==> config.mk <==
export PLATFORM = sky130hd
export DESIGN_NAME = offscreen_edge_marker_path
export DESIGN_NICKNAME = d
export VERILOG_FILES = /design/src/hdl/oemp_pkg.sv /design/src/hdl/oemp_dist.sv /design/src/hdl/oemp_walk.sv /design/src/hdl/offscreen_edge_marker_path.sv
export SDC_FILE = /design/constraint.sdc
export NUM_CORES = 2
export LEC_CHECK = 0
export BUFFER_PORTS_ARGS = -buffer_cell sky130_fd_sc_hd__buf_2
export CAP_MARGIN = 20
export CORE_MARGIN = 2
export CORE_UTILIZATION = 56
export CTS_BUF_LIST = sky130_fd_sc_hd__clkbuf_2
export DETAILED_ROUTE_END_ITERATION = 10
export PLACE_DENSITY = 0.73
export SYNTH_ARGS = -nofsm -noshare
export SYNTH_HDL_FRONTEND = slang
export SYNTH_SLANG_ARGS = --single-unit
==> constraint.sdc <==
create_clock -name clk -period 10.3 [get_ports clk]
set_input_delay 2.06 -clock clk [delete_from_list [all_inputs] [get_ports clk]]
set_output_delay 2.06 -clock clk [all_outputs]
set_load 0.02 [all_outputs]
==> src/hdl/oemp_pkg.sv <==
// Shared types and constants of the off-screen edge marker path block.
`default_nettype none
package oemp_pkg;

	localparam int MAX_POINTS_DEF = 8;
	localparam int COORD_W = 10;

	// result status codes
	localparam logic [1:0] ST_POINT    = 2'd0;
	localparam logic [1:0] ST_VISIBLE  = 2'd1;
	localparam logic [1:0] ST_BAD_CFG  = 2'd2;
	localparam logic [1:0] ST_BAD_PATH = 2'd3;

	// register indexes on the configuration port
	localparam logic [2:0] REG_SCREEN_W  = 3'd0;
	localparam logic [2:0] REG_SCREEN_H  = 3'd1;
	localparam logic [2:0] REG_HIDE_RAD  = 3'd2;
	localparam logic [2:0] REG_INSET     = 3'd3;
	localparam logic [2:0] REG_MARK_LEN  = 3'd4;

	// register reset values
	localparam logic [9:0]  RST_SCREEN_W = 10'd144;
	localparam logic [9:0]  RST_SCREEN_H = 10'd168;
	localparam logic [9:0]  RST_HIDE_RAD = 10'd0;
	localparam logic [8:0]  RST_INSET    = 9'd2;
	localparam logic [11:0] RST_MARK_LEN = 12'd40;

	typedef struct packed {
		logic                 valid;
		logic [COORD_W-1:0]   y;
		logic [COORD_W-1:0]   x;
	} pt_t;

	typedef struct packed {
		logic done;
		logic bad_inset;
	} walk_res_t;

	typedef struct packed {
		logic done;
		logic visible;
	} dist_res_t;

endpackage
`default_nettype wire

==> src/hdl/oemp_dist.sv <==
// Hide-radius test: squared distance against squared radius on one shared multiplier.
`default_nettype none
module oemp_dist (
	input  wire logic               clk,
	input  wire logic               arst_n,
	input  wire logic               start,
	input  wire logic [9:0]         dx,
	input  wire logic [9:0]         dy,
	input  wire logic [9:0]         rad,
	output oemp_pkg::dist_res_t     res
);
	import oemp_pkg::*;

	logic        busy_q;
	logic [1:0]  step_q;
	logic        done_q;
	logic        vis_q;
	logic [9:0]  dx_q;
	logic [9:0]  dy_q;
	logic [9:0]  rad_q;
	logic [19:0] prod_q;
	logic [20:0] acc_q;
	logic [9:0]  mul_op;

	// operand for the single squarer: dx, then dy, then radius
	always_comb begin
		unique case (step_q)
			2'd0:    mul_op = dx_q;
			2'd1:    mul_op = dy_q;
			default: mul_op = rad_q;
		endcase
	end

	always_ff @(posedge clk or negedge arst_n) begin
		if (!arst_n) begin
			busy_q <= 1'b0;
			step_q <= 2'd0;
			done_q <= 1'b0;
		end else begin
			done_q <= 1'b0;
			if (start) begin
				busy_q <= 1'b1;
				step_q <= 2'd0;
			end else if (busy_q) begin
				step_q <= step_q + 2'd1;
				if (step_q == 2'd3) begin
					busy_q <= 1'b0;
					done_q <= 1'b1;
				end
			end
		end
	end

	always_ff @(posedge clk) begin
		if (start) begin
			dx_q  <= dx;
			dy_q  <= dy;
			rad_q <= rad;
		end else if (busy_q) begin
			prod_q <= mul_op * mul_op;
			unique case (step_q)
				2'd0: acc_q <= acc_q;
				2'd1: acc_q <= {1'b0, prod_q};
				2'd2: acc_q <= acc_q + {1'b0, prod_q};
				default: vis_q <= (acc_q <= {1'b0, prod_q});
			endcase
		end
	end

	assign res.done    = done_q;
	assign res.visible = vis_q;

endmodule
`default_nettype wire

==> src/hdl/oemp_walk.sv <==
// Perimeter walker: inset rectangle setup, anchor offset, one corner step per cycle.
`default_nettype none
module oemp_walk (
	input  wire logic               clk,
	input  wire logic               arst_n,
	input  wire logic               start,
	input  wire logic signed [31:0] px,
	input  wire logic signed [31:0] py,
	input  wire logic [9:0]         scr_w,
	input  wire logic [9:0]         scr_h,
	input  wire logic [8:0]         inset,
	input  wire logic [11:0]        mark_len,
	output oemp_pkg::pt_t           pt,
	output oemp_pkg::walk_res_t     res
);
	import oemp_pkg::*;

	localparam logic [1:0] W_IDLE = 2'd0;
	localparam logic [1:0] W_PREP = 2'd1;
	localparam logic [1:0] W_ANCH = 2'd2;
	localparam logic [1:0] W_STEP = 2'd3;

	logic [1:0]  wst_q;
	logic [9:0]  l_q, r_q, b_q, h_q, v_q, cx_q, cy_q;
	logic [11:0] per_q, len_q, hv_q, hhv_q, n_q, rem_q;
	logic [1:0]  side_q;

	// setup terms
	logic signed [11:0] lin_s, r_s, b_s;
	logic               bad_c;
	logic [9:0]         h_c, v_c, cx_c, cy_c;
	logic [11:0]        per_c, len_c;
	logic [1:0]         side_c;
	logic signed [31:0] l32, r32, b32;

	always_comb begin
		lin_s  = $signed({3'b000, inset});
		r_s    = $signed({2'b00, scr_w}) - 12'sd1 - lin_s;
		b_s    = $signed({2'b00, scr_h}) - 12'sd1 - lin_s;
		bad_c  = (lin_s >= r_s) || (lin_s >= b_s);
		h_c    = 10'(r_s - lin_s);
		v_c    = 10'(b_s - lin_s);
		per_c  = {(11'(h_c) + 11'(v_c)), 1'b0};
		len_c  = (mark_len > per_c) ? per_c : mark_len;
		l32    = $signed({23'd0, inset});
		r32    = 32'(r_s);
		b32    = 32'(b_s);
		if (px < l32)      cx_c = {1'b0, inset};
		else if (px > r32) cx_c = r_s[9:0];
		else               cx_c = px[9:0];
		if (py < l32)      cy_c = {1'b0, inset};
		else if (py > b32) cy_c = b_s[9:0];
		else               cy_c = py[9:0];
		if (py < 32'sd0)                          side_c = 2'd0;
		else if (px >= $signed({22'd0, scr_w}))   side_c = 2'd1;
		else if (py >= $signed({22'd0, scr_h}))   side_c = 2'd2;
		else                                      side_c = 2'd3;
	end

	// anchor offset on the perimeter, clockwise from the top left corner
	logic [11:0]        hv_c, hhv_c, anchor_c;
	logic signed [12:0] cur_c, n0_s;

	always_comb begin
		hv_c  = 12'(h_q) + 12'(v_q);
		hhv_c = hv_c + 12'(h_q);
		unique case (side_q)
			2'd0: anchor_c = 12'(cx_q) - 12'(l_q);
			2'd1: anchor_c = 12'(h_q) + 12'(cy_q) - 12'(l_q);
			2'd2: anchor_c = hv_c + 12'(r_q) - 12'(cx_q);
			default: anchor_c = hhv_c + 12'(b_q) - 12'(cy_q);
		endcase
		cur_c = $signed({1'b0, anchor_c}) - $signed({2'b00, len_q[11:1]});
		if (cur_c < 13'sd0)
			n0_s = cur_c + $signed({1'b0, per_q});
		else if (cur_c >= $signed({1'b0, per_q}))
			n0_s = cur_c - $signed({1'b0, per_q});
		else
			n0_s = cur_c;
	end

	// point and distance to the next corner at offset n
	logic        seg0, seg1, seg2;
	logic [11:0] x_c, y_c, gap_c, step_c;
	logic [12:0] nsum_c;
	logic [11:0] nnx_c;

	always_comb begin
		seg0 = n_q < 12'(h_q);
		seg1 = n_q < hv_q;
		seg2 = n_q < hhv_q;
		priority if (seg0) begin
			x_c   = 12'(l_q) + n_q;
			y_c   = 12'(l_q);
			gap_c = 12'(h_q) - n_q;
		end else if (seg1) begin
			x_c   = 12'(r_q);
			y_c   = 12'(l_q) + n_q - 12'(h_q);
			gap_c = hv_q - n_q;
		end else if (seg2) begin
			x_c   = 12'(r_q) + hv_q - n_q;
			y_c   = 12'(b_q);
			gap_c = hhv_q - n_q;
		end else begin
			x_c   = 12'(l_q);
			y_c   = 12'(b_q) + hhv_q - n_q;
			gap_c = per_q - n_q;
		end
		step_c = (rem_q < gap_c) ? rem_q : gap_c;
		nsum_c = 13'(n_q) + 13'(step_c);
		nnx_c  = (nsum_c >= 13'(per_q)) ? 12'(nsum_c - 13'(per_q)) : nsum_c[11:0];
	end

	always_ff @(posedge clk or negedge arst_n) begin
		if (!arst_n) begin
			wst_q <= W_IDLE;
		end else begin
			unique case (wst_q)
				W_IDLE: if (start) wst_q <= W_PREP;
				W_PREP: wst_q <= bad_c ? W_IDLE : W_ANCH;
				W_ANCH: wst_q <= W_STEP;
				default: if (rem_q == 12'd0) wst_q <= W_IDLE;
			endcase
		end
	end

	always_ff @(posedge clk) begin
		unique case (wst_q)
			W_PREP: begin
				l_q    <= {1'b0, inset};
				r_q    <= r_s[9:0];
				b_q    <= b_s[9:0];
				h_q    <= h_c;
				v_q    <= v_c;
				per_q  <= per_c;
				len_q  <= len_c;
				cx_q   <= cx_c;
				cy_q   <= cy_c;
				side_q <= side_c;
			end
			W_ANCH: begin
				hv_q  <= hv_c;
				hhv_q <= hhv_c;
				n_q   <= n0_s[11:0];
				rem_q <= len_q;
			end
			W_STEP: begin
				n_q   <= nnx_c;
				rem_q <= rem_q - step_c;
			end
			default: begin
				n_q <= n_q;
			end
		endcase
	end

	assign pt.valid      = (wst_q == W_STEP);
	assign pt.x          = x_c[9:0];
	assign pt.y          = y_c[9:0];
	assign res.done      = ((wst_q == W_STEP) && (rem_q == 12'd0)) ||
	                       ((wst_q == W_PREP) && bad_c);
	assign res.bad_inset = (wst_q == W_PREP);

endmodule
`default_nettype wire

==> src/hdl/offscreen_edge_marker_path.sv <==
// Top level of the off-screen edge marker path: control sequencer, point buffer, output stage.
// Usage:
//   s_axis carries one target point per beat (tdata = target_x, target_y, both signed).
//   m_axis returns the marker polyline: one beat per point, tuser = status, tlast on the
//   final beat of a target. A failure (target visible, bad settings, path too short or
//   buffer overflow) returns a single beat with zero coordinates and tlast set.
//   cfg writes the five settings by index; it is always ready and is only to be used
//   while no target is in flight.
// Flow:
//   One target at a time; s_axis_tready is low while it is worked on. A path passes the
//   check, the shared squarer when the target is within the hide radius on both axes
//   (a visible target fails there), walker setup (prep and anchor), one walker step per
//   point (2 to 6 points), a drain of the buffer at one point per cycle while m_axis is
//   ready, and a return to idle.
// Reset: arst_n clears control, point count and the output stage, and loads the
//   default settings (144 x 168 screen, radius 0, inset 2, length 40).
// Stall: a stalled m_axis holds its beat; the buffer drain waits, and the next
//   target is accepted as soon as the last beat of the previous one is registered.
`default_nettype none
module offscreen_edge_marker_path #(
	parameter int MAX_POINTS = oemp_pkg::MAX_POINTS_DEF
) (
	input  wire logic        clk,
	input  wire logic        arst_n,
	// stream in: [31:0] target_x, [63:32] target_y
	input  wire logic        s_axis_tvalid,
	output logic             s_axis_tready,
	input  wire logic [63:0] s_axis_tdata,
	// stream out: [9:0] coord_x, [19:10] coord_y, [23:20] zero
	output logic             m_axis_tvalid,
	input  wire logic        m_axis_tready,
	output logic [23:0]      m_axis_tdata,
	// [1:0] status
	output logic [1:0]       m_axis_tuser,
	// last_point
	output logic             m_axis_tlast,
	// settings write channel
	input  wire logic        cfg_valid,
	output logic             cfg_ready,
	input  wire logic [2:0]  cfg_index,
	input  wire logic [11:0] cfg_data
);
	import oemp_pkg::*;

	localparam int CW = $clog2(MAX_POINTS + 1);
	localparam int IW = $clog2(MAX_POINTS);

	localparam logic [2:0] S_IDLE  = 3'd0;
	localparam logic [2:0] S_CHECK = 3'd1;
	localparam logic [2:0] S_DIST  = 3'd2;
	localparam logic [2:0] S_WALK  = 3'd3;
	localparam logic [2:0] S_FAIL  = 3'd4;
	localparam logic [2:0] S_EMIT  = 3'd5;

	// settings
	logic [9:0]  scr_w_q, scr_h_q, rad_q;
	logic [8:0]  inset_q;
	logic [11:0] len_q;

	assign cfg_ready = 1'b1;

	always_ff @(posedge clk or negedge arst_n) begin
		if (!arst_n) begin
			scr_w_q <= RST_SCREEN_W;
			scr_h_q <= RST_SCREEN_H;
			rad_q   <= RST_HIDE_RAD;
			inset_q <= RST_INSET;
			len_q   <= RST_MARK_LEN;
		end else if (cfg_valid) begin
			unique case (cfg_index)
				REG_SCREEN_W: scr_w_q <= cfg_data[9:0];
				REG_SCREEN_H: scr_h_q <= cfg_data[9:0];
				REG_HIDE_RAD: rad_q   <= cfg_data[9:0];
				REG_INSET:    inset_q <= cfg_data[8:0];
				REG_MARK_LEN: len_q   <= cfg_data;
				default:      scr_w_q <= scr_w_q;
			endcase
		end
	end

	logic [2:0]         state_q;
	logic signed [31:0] px_q, py_q;
	logic [1:0]         code_q;
	logic [CW-1:0]      total_q;
	logic               ovf_q;
	logic [19:0]        last_q;
	logic [IW-1:0]      rd_q;
	logic [19:0]        pbuf [MAX_POINTS];

	assign s_axis_tready = (state_q == S_IDLE);
	wire in_beat = s_axis_tvalid && s_axis_tready;

	// settings sanity and per-axis distance from the screen
	logic               cfg_bad;
	logic signed [32:0] pxe, pye, wm1, hm1, dxs, dys;
	logic               near;

	always_comb begin
		cfg_bad = (scr_w_q <= 10'd1) || (scr_h_q <= 10'd1) || (len_q == 12'd0);
		pxe = {px_q[31], px_q};
		pye = {py_q[31], py_q};
		wm1 = $signed({23'd0, scr_w_q}) - 33'sd1;
		hm1 = $signed({23'd0, scr_h_q}) - 33'sd1;
		if (pxe < 33'sd0)    dxs = 33'sd0 - pxe;
		else if (pxe > wm1)  dxs = pxe - wm1;
		else                 dxs = 33'sd0;
		if (pye < 33'sd0)    dys = 33'sd0 - pye;
		else if (pye > hm1)  dys = pye - hm1;
		else                 dys = 33'sd0;
		near = (dxs <= $signed({23'd0, rad_q})) && (dys <= $signed({23'd0, rad_q}));
	end

	dist_res_t dres;
	pt_t       wpt;
	walk_res_t wres;
	logic      dist_start, walk_start;

	assign dist_start = (state_q == S_CHECK) && !cfg_bad && near;
	assign walk_start = ((state_q == S_CHECK) && !cfg_bad && !near) ||
	                    ((state_q == S_DIST) && dres.done && !dres.visible);

	oemp_dist u_dist (
		.clk    (clk),
		.arst_n (arst_n),
		.start  (dist_start),
		.dx     (dxs[9:0]),
		.dy     (dys[9:0]),
		.rad    (rad_q),
		.res    (dres)
	);

	oemp_walk u_walk (
		.clk      (clk),
		.arst_n   (arst_n),
		.start    (walk_start),
		.px       (px_q),
		.py       (py_q),
		.scr_w    (scr_w_q),
		.scr_h    (scr_h_q),
		.inset    (inset_q),
		.mark_len (len_q),
		.pt       (wpt),
		.res      (wres)
	);

	// point capture with duplicate drop
	logic          pt_dup, pt_wr, ovf_set;
	logic [CW-1:0] tot_nx;

	always_comb begin
		pt_dup  = (total_q != '0) && (last_q == {wpt.y, wpt.x});
		pt_wr   = wpt.valid && !ovf_q && !pt_dup && (total_q < CW'(MAX_POINTS));
		ovf_set = wpt.valid && !ovf_q && !pt_dup && (total_q >= CW'(MAX_POINTS));
		tot_nx  = total_q + CW'(pt_wr);
	end

	always_ff @(posedge clk) begin
		if (pt_wr) begin
			pbuf[total_q[IW-1:0]] <= {wpt.y, wpt.x};
			last_q                <= {wpt.y, wpt.x};
		end
		if (in_beat) begin
			px_q <= s_axis_tdata[31:0];
			py_q <= s_axis_tdata[63:32];
		end
	end

	wire out_free = !m_axis_tvalid || m_axis_tready;
	wire emit_last = (CW'(rd_q) + CW'(1)) == total_q;

	always_ff @(posedge clk or negedge arst_n) begin
		if (!arst_n) begin
			state_q <= S_IDLE;
			total_q <= '0;
			ovf_q   <= 1'b0;
			rd_q    <= '0;
			code_q  <= ST_POINT;
		end else begin
			unique case (state_q)
				S_IDLE: begin
					if (in_beat) begin
						total_q <= '0;
						ovf_q   <= 1'b0;
						state_q <= S_CHECK;
					end
				end
				S_CHECK: begin
					priority if (cfg_bad) begin
						code_q  <= ST_BAD_CFG;
						state_q <= S_FAIL;
					end else if (near) begin
						state_q <= S_DIST;
					end else begin
						state_q <= S_WALK;
					end
				end
				S_DIST: begin
					if (dres.done) begin
						if (dres.visible) begin
							code_q  <= ST_VISIBLE;
							state_q <= S_FAIL;
						end else begin
							state_q <= S_WALK;
						end
					end
				end
				S_WALK: begin
					total_q <= tot_nx;
					if (ovf_set) ovf_q <= 1'b1;
					if (wres.done) begin
						priority if (wres.bad_inset) begin
							code_q  <= ST_BAD_CFG;
							state_q <= S_FAIL;
						end else if (ovf_q || ovf_set || (tot_nx < CW'(2))) begin
							code_q  <= ST_BAD_PATH;
							state_q <= S_FAIL;
						end else begin
							rd_q    <= '0;
							state_q <= S_EMIT;
						end
					end
				end
				S_FAIL: begin
					if (out_free) begin
						total_q <= '0;
						state_q <= S_IDLE;
					end
				end
				S_EMIT: begin
					if (out_free) begin
						rd_q <= rd_q + IW'(1);
						if (emit_last) state_q <= S_IDLE;
					end
				end
				default: state_q <= S_IDLE;
			endcase
		end
	end

	// output stage
	always_ff @(posedge clk or negedge arst_n) begin
		if (!arst_n) begin
			m_axis_tvalid <= 1'b0;
		end else if ((state_q == S_FAIL || state_q == S_EMIT) && out_free) begin
			m_axis_tvalid <= 1'b1;
		end else if (m_axis_tready) begin
			m_axis_tvalid <= 1'b0;
		end
	end

	always_ff @(posedge clk) begin
		if (out_free) begin
			if (state_q == S_FAIL) begin
				m_axis_tdata <= '0;
				m_axis_tuser <= code_q;
				m_axis_tlast <= 1'b1;
			end else if (state_q == S_EMIT) begin
				m_axis_tdata <= {4'd0, pbuf[rd_q]};
				m_axis_tuser <= ST_POINT;
				m_axis_tlast <= emit_last;
			end
		end
	end

`ifndef NO_ASSERTIONS
	a_total_bound: assert property (@(posedge clk) disable iff (!arst_n)
		total_q <= CW'(MAX_POINTS))
		else $error("point count beyond buffer depth");

	a_fail_beat: assert property (@(posedge clk) disable iff (!arst_n)
		(m_axis_tvalid && (m_axis_tuser != ST_POINT)) |-> (m_axis_tdata == '0 && m_axis_tlast))
		else $error("status beat with coordinates or without tlast");

	a_emit_ok: assert property (@(posedge clk) disable iff (!arst_n)
		(state_q == S_EMIT) |-> (total_q >= CW'(2) && !ovf_q))
		else $error("draining a path that should have failed");

	a_walk_window: assert property (@(posedge clk) disable iff (!arst_n)
		wpt.valid |-> (state_q == S_WALK))
		else $error("walker point outside the walk phase");
`endif

endmodule
`default_nettype wire
==> impl_metrics.toml <==
[placed_design]
port_buffers = 108
place.gp.congestion = 1.03
dp_hpwl_um = 107000
pre_cts_slack_ns = 0.803
placed_cells = 5902

[finish]
layout_commonest_cell = "ha_1"
mostFrequentLayoutCells = "ha_1 (594), inv_1 (488), edfxtp_1 (479), a21oi_1 (343), nor2_1 (331)"
instances_no_fill = 6179
layout-drive-gt1-share_pct = 11.1
area_growth_pct = 7.19
finish.net_count = 5765

[timing]
fmax_ghz = 0.108
timing.final.ws_setup_ns = 1.04
fin_setup_tns_ns = 0
clock_skew_ns = 0.148
slew_headroom_pct = 27.7
finalCritPeriodShare_pct = 89.9
finalMaxSlewViolations = 0
fin_crit_ns = 9.26
worst_pin_slew_ns = 1.08
setup_viol = 0
rsz0062_at_grt = "false"
report.final.hold_viol_count = 0

[die]
core.rowCount = 106
die_h_um = 294
core-area_um2 = 83600
die_area_um2 = 86600
num_io_pins = 114
start_util_pct = 56.5
die_w_um = 294

[setup_path]
cpMostUsedCell = "a21oi_1"
cp.required_ns = 11.42
critPathMaxStageDelay_ns = 0.55
critPathArrivalTime_ns = 10.38
worst-path-max-fanout = 17
start_kind = "flip-flop"
path_class = "reg -> reg"
slowest_stage = "edfxtp_1"
cp-end-kind = "flip-flop"

[logic_synthesis]
synth-async-reset-ratio_pct = 12.9
ys_ff_latch = 550
synth_cell_types = 99
syn_area_um2 = 47200
seq_area_frac_synth_pct = 34.3
yosys_most_used_dff = "edfxtp_1"
netlist_instances = 4788
synth_warnings = 0
syn_area_per_cell_um2 = 9.86
synth_edf_count = 479

[drt]
via_per_inst = 6.15
drt_iter0_drc = 3512
highest_layer = "met5"
ant_nets = 0
wl_met1_um = 57100
routed_wl_um = 135000
dr_wl_met2_um = 61500
wl_met3_um = 10700
post-route-drc-count = 0
detail_route.wl_per_cell_um = 21.9
via_count = 38000
drt_pass1_iterations = 8

[grt]
antenna_found_initial = 6
grt_usage_pct = 31.1
gr-total-overflow = 0
grt_pass1_vias = 36600
grt_pass1_wl_um = 207000
grt_max_degree = 83

[clock_network]
numCtsBuffers = 145
cts_tree = "done"
cts_num_sinks = 550
htree_levels = 4
clkTransAtPathRegs_ns = 0.10
clk_latency_ns = 1.44
post_cts_resized = 0
cts_root_buf = "clkbuf_2"
clockBufferDepth = 3

[worst_hold_path]
min_path_type = "reg -> reg"

[run_status]
status = "finished clean"

[job]
drv_cap = 0
worst max-delay path: cells and delay by family, from the launching register on:
family	cells	cell delay [ns]
adders and majority gates	5	1.75
and+or+nand+nor	12	2.36
buffers and inverters	3	0.51
DFF	1	0.55
muxes	1	0.36
xor gates and xnor gates	1	0.12
AOI/OAI and AO/OA	20	3.34
layer usage:
layer	GRT usage, %	vias up
met2	49.7	1504
li1	-	18000
met3	6.09	325
met1	41.3	18200
met4	13.4	6
met5	0	-
metrics by stage:
step	utilization, %	hold WS [ns]	area, um^2
after CTS	60.4	0.438	50500
after global routing	60.6	0.392	50600
after detailed placement	58.7	0.436	49100
final	60.6	0.418	50600
after global placement	58.7	0.430	49100
after floorplan	-	0.425	47200
synth_stat cells, types with 102 or more instances:
| cell type | count | area share (%) |
|---|---|---|
| clkbuf_1 | 102 | 0.81 |
| xnor2_1 | 211 | 3.9 |
| nand2_1 | 267 | 2.1 |
| a21o_1 | 136 | 2.2 |
| nor3_1 | 110 | 1.2 |
| xor2_1 | 112 | 2.1 |
| o21ai_0 | 227 | 2.4 |
| nor2_1 | 334 | 2.7 |
| inv_1 | 489 | 3.9 |
| edfxtp_1 | 479 | 30 |
| a21oi_1 | 343 | 3.6 |
| fa_1 | 108 | 4.6 |
| ha_1 | 594 | 16 |
sequential cells by signal, indices dropped and copies added, names as in the netlist, 11 cells and up:
signal	flops
pbuf	160
px_q	32
py_q	32
u_dist.acc_q	21
last_q	20
m_axis_tdata	20
u_dist.prod_q	19
len_q	12
u_walk.hhv_q	12
u_walk.len_q	12
u_walk.n_q	12
u_walk.rem_q	12
u_walk.hv_q	11
u_walk.per_q	11
layout make-up:
| type | count | area [um^2] |
|---|---|---|
| Inverter | 490 | 1840 |
| Timing Repair Buffer | 163 | 980 |
| Fill cell | 7125 | 32900 |
| Clock inverter | 59 | 397 |
| Tap cell | 1080 | 1350 |
| Sequential cell | 550 | 16200 |
| Clock buffer | 204 | 1020 |
| Antenna cell | 4 | 10.0 |
| Multi-Input combinational cell | 3629 | 28800 |
timing repair:
item / 4_1_cts / 5_1_grt
hold buffers: 0 / 0
endpoints found under the setup margin: 0 / 10
setup buffers: 0 / 1
final timing paths:
kind / from / endpoint / slack [ns] / depth (start not counted)
worst max-delay path: u_walk.n_q[8]$_DFFE_PP_ / u_walk.n_q[6]$_DFFE_PP_ / 1.04 / 42
worst min-delay path: rad_q[6]$_DFFE_PN0P_ / u_dist.rad_q[6]$_DFFE_PP_ / 0.42 / 0
worst max register to register: u_walk.n_q[8]$_DFFE_PP_ / u_walk.n_q[6]$_DFFE_PP_ / 1.04 / 42
worst min register to register: rad_q[6]$_DFFE_PN0P_ / u_dist.rad_q[6]$_DFFE_PP_ / 0.42 / 0
max in group asynchronous: arst_n / u_dist.step_q[1]$_DFFE_PN0P_ / 9.18 / 2
min in group asynchronous: arst_n / total_q[2]$_DFFE_PN0P_ / 0.49 / 1
cell families (layout without fill, tap and decap cells):
logic type	Yosys count	count (layout)	share of synthesized area (%)
muxes	175	175	5.12
and+or+nand+nor	1237	1237	13.1
adders and majority gates	702	702	20.3
DFF	550	550	34.3
buffers and inverters	612	916	4.93
xor gates and xnor gates	323	323	5.99
AOI/OAI and AO/OA	1187	1187	16.3
other	2	9	0.0159
Power is left out: the tool's default activity adds up to more than one toggle a clock period on the data nets, which glitch-free logic cannot reach.
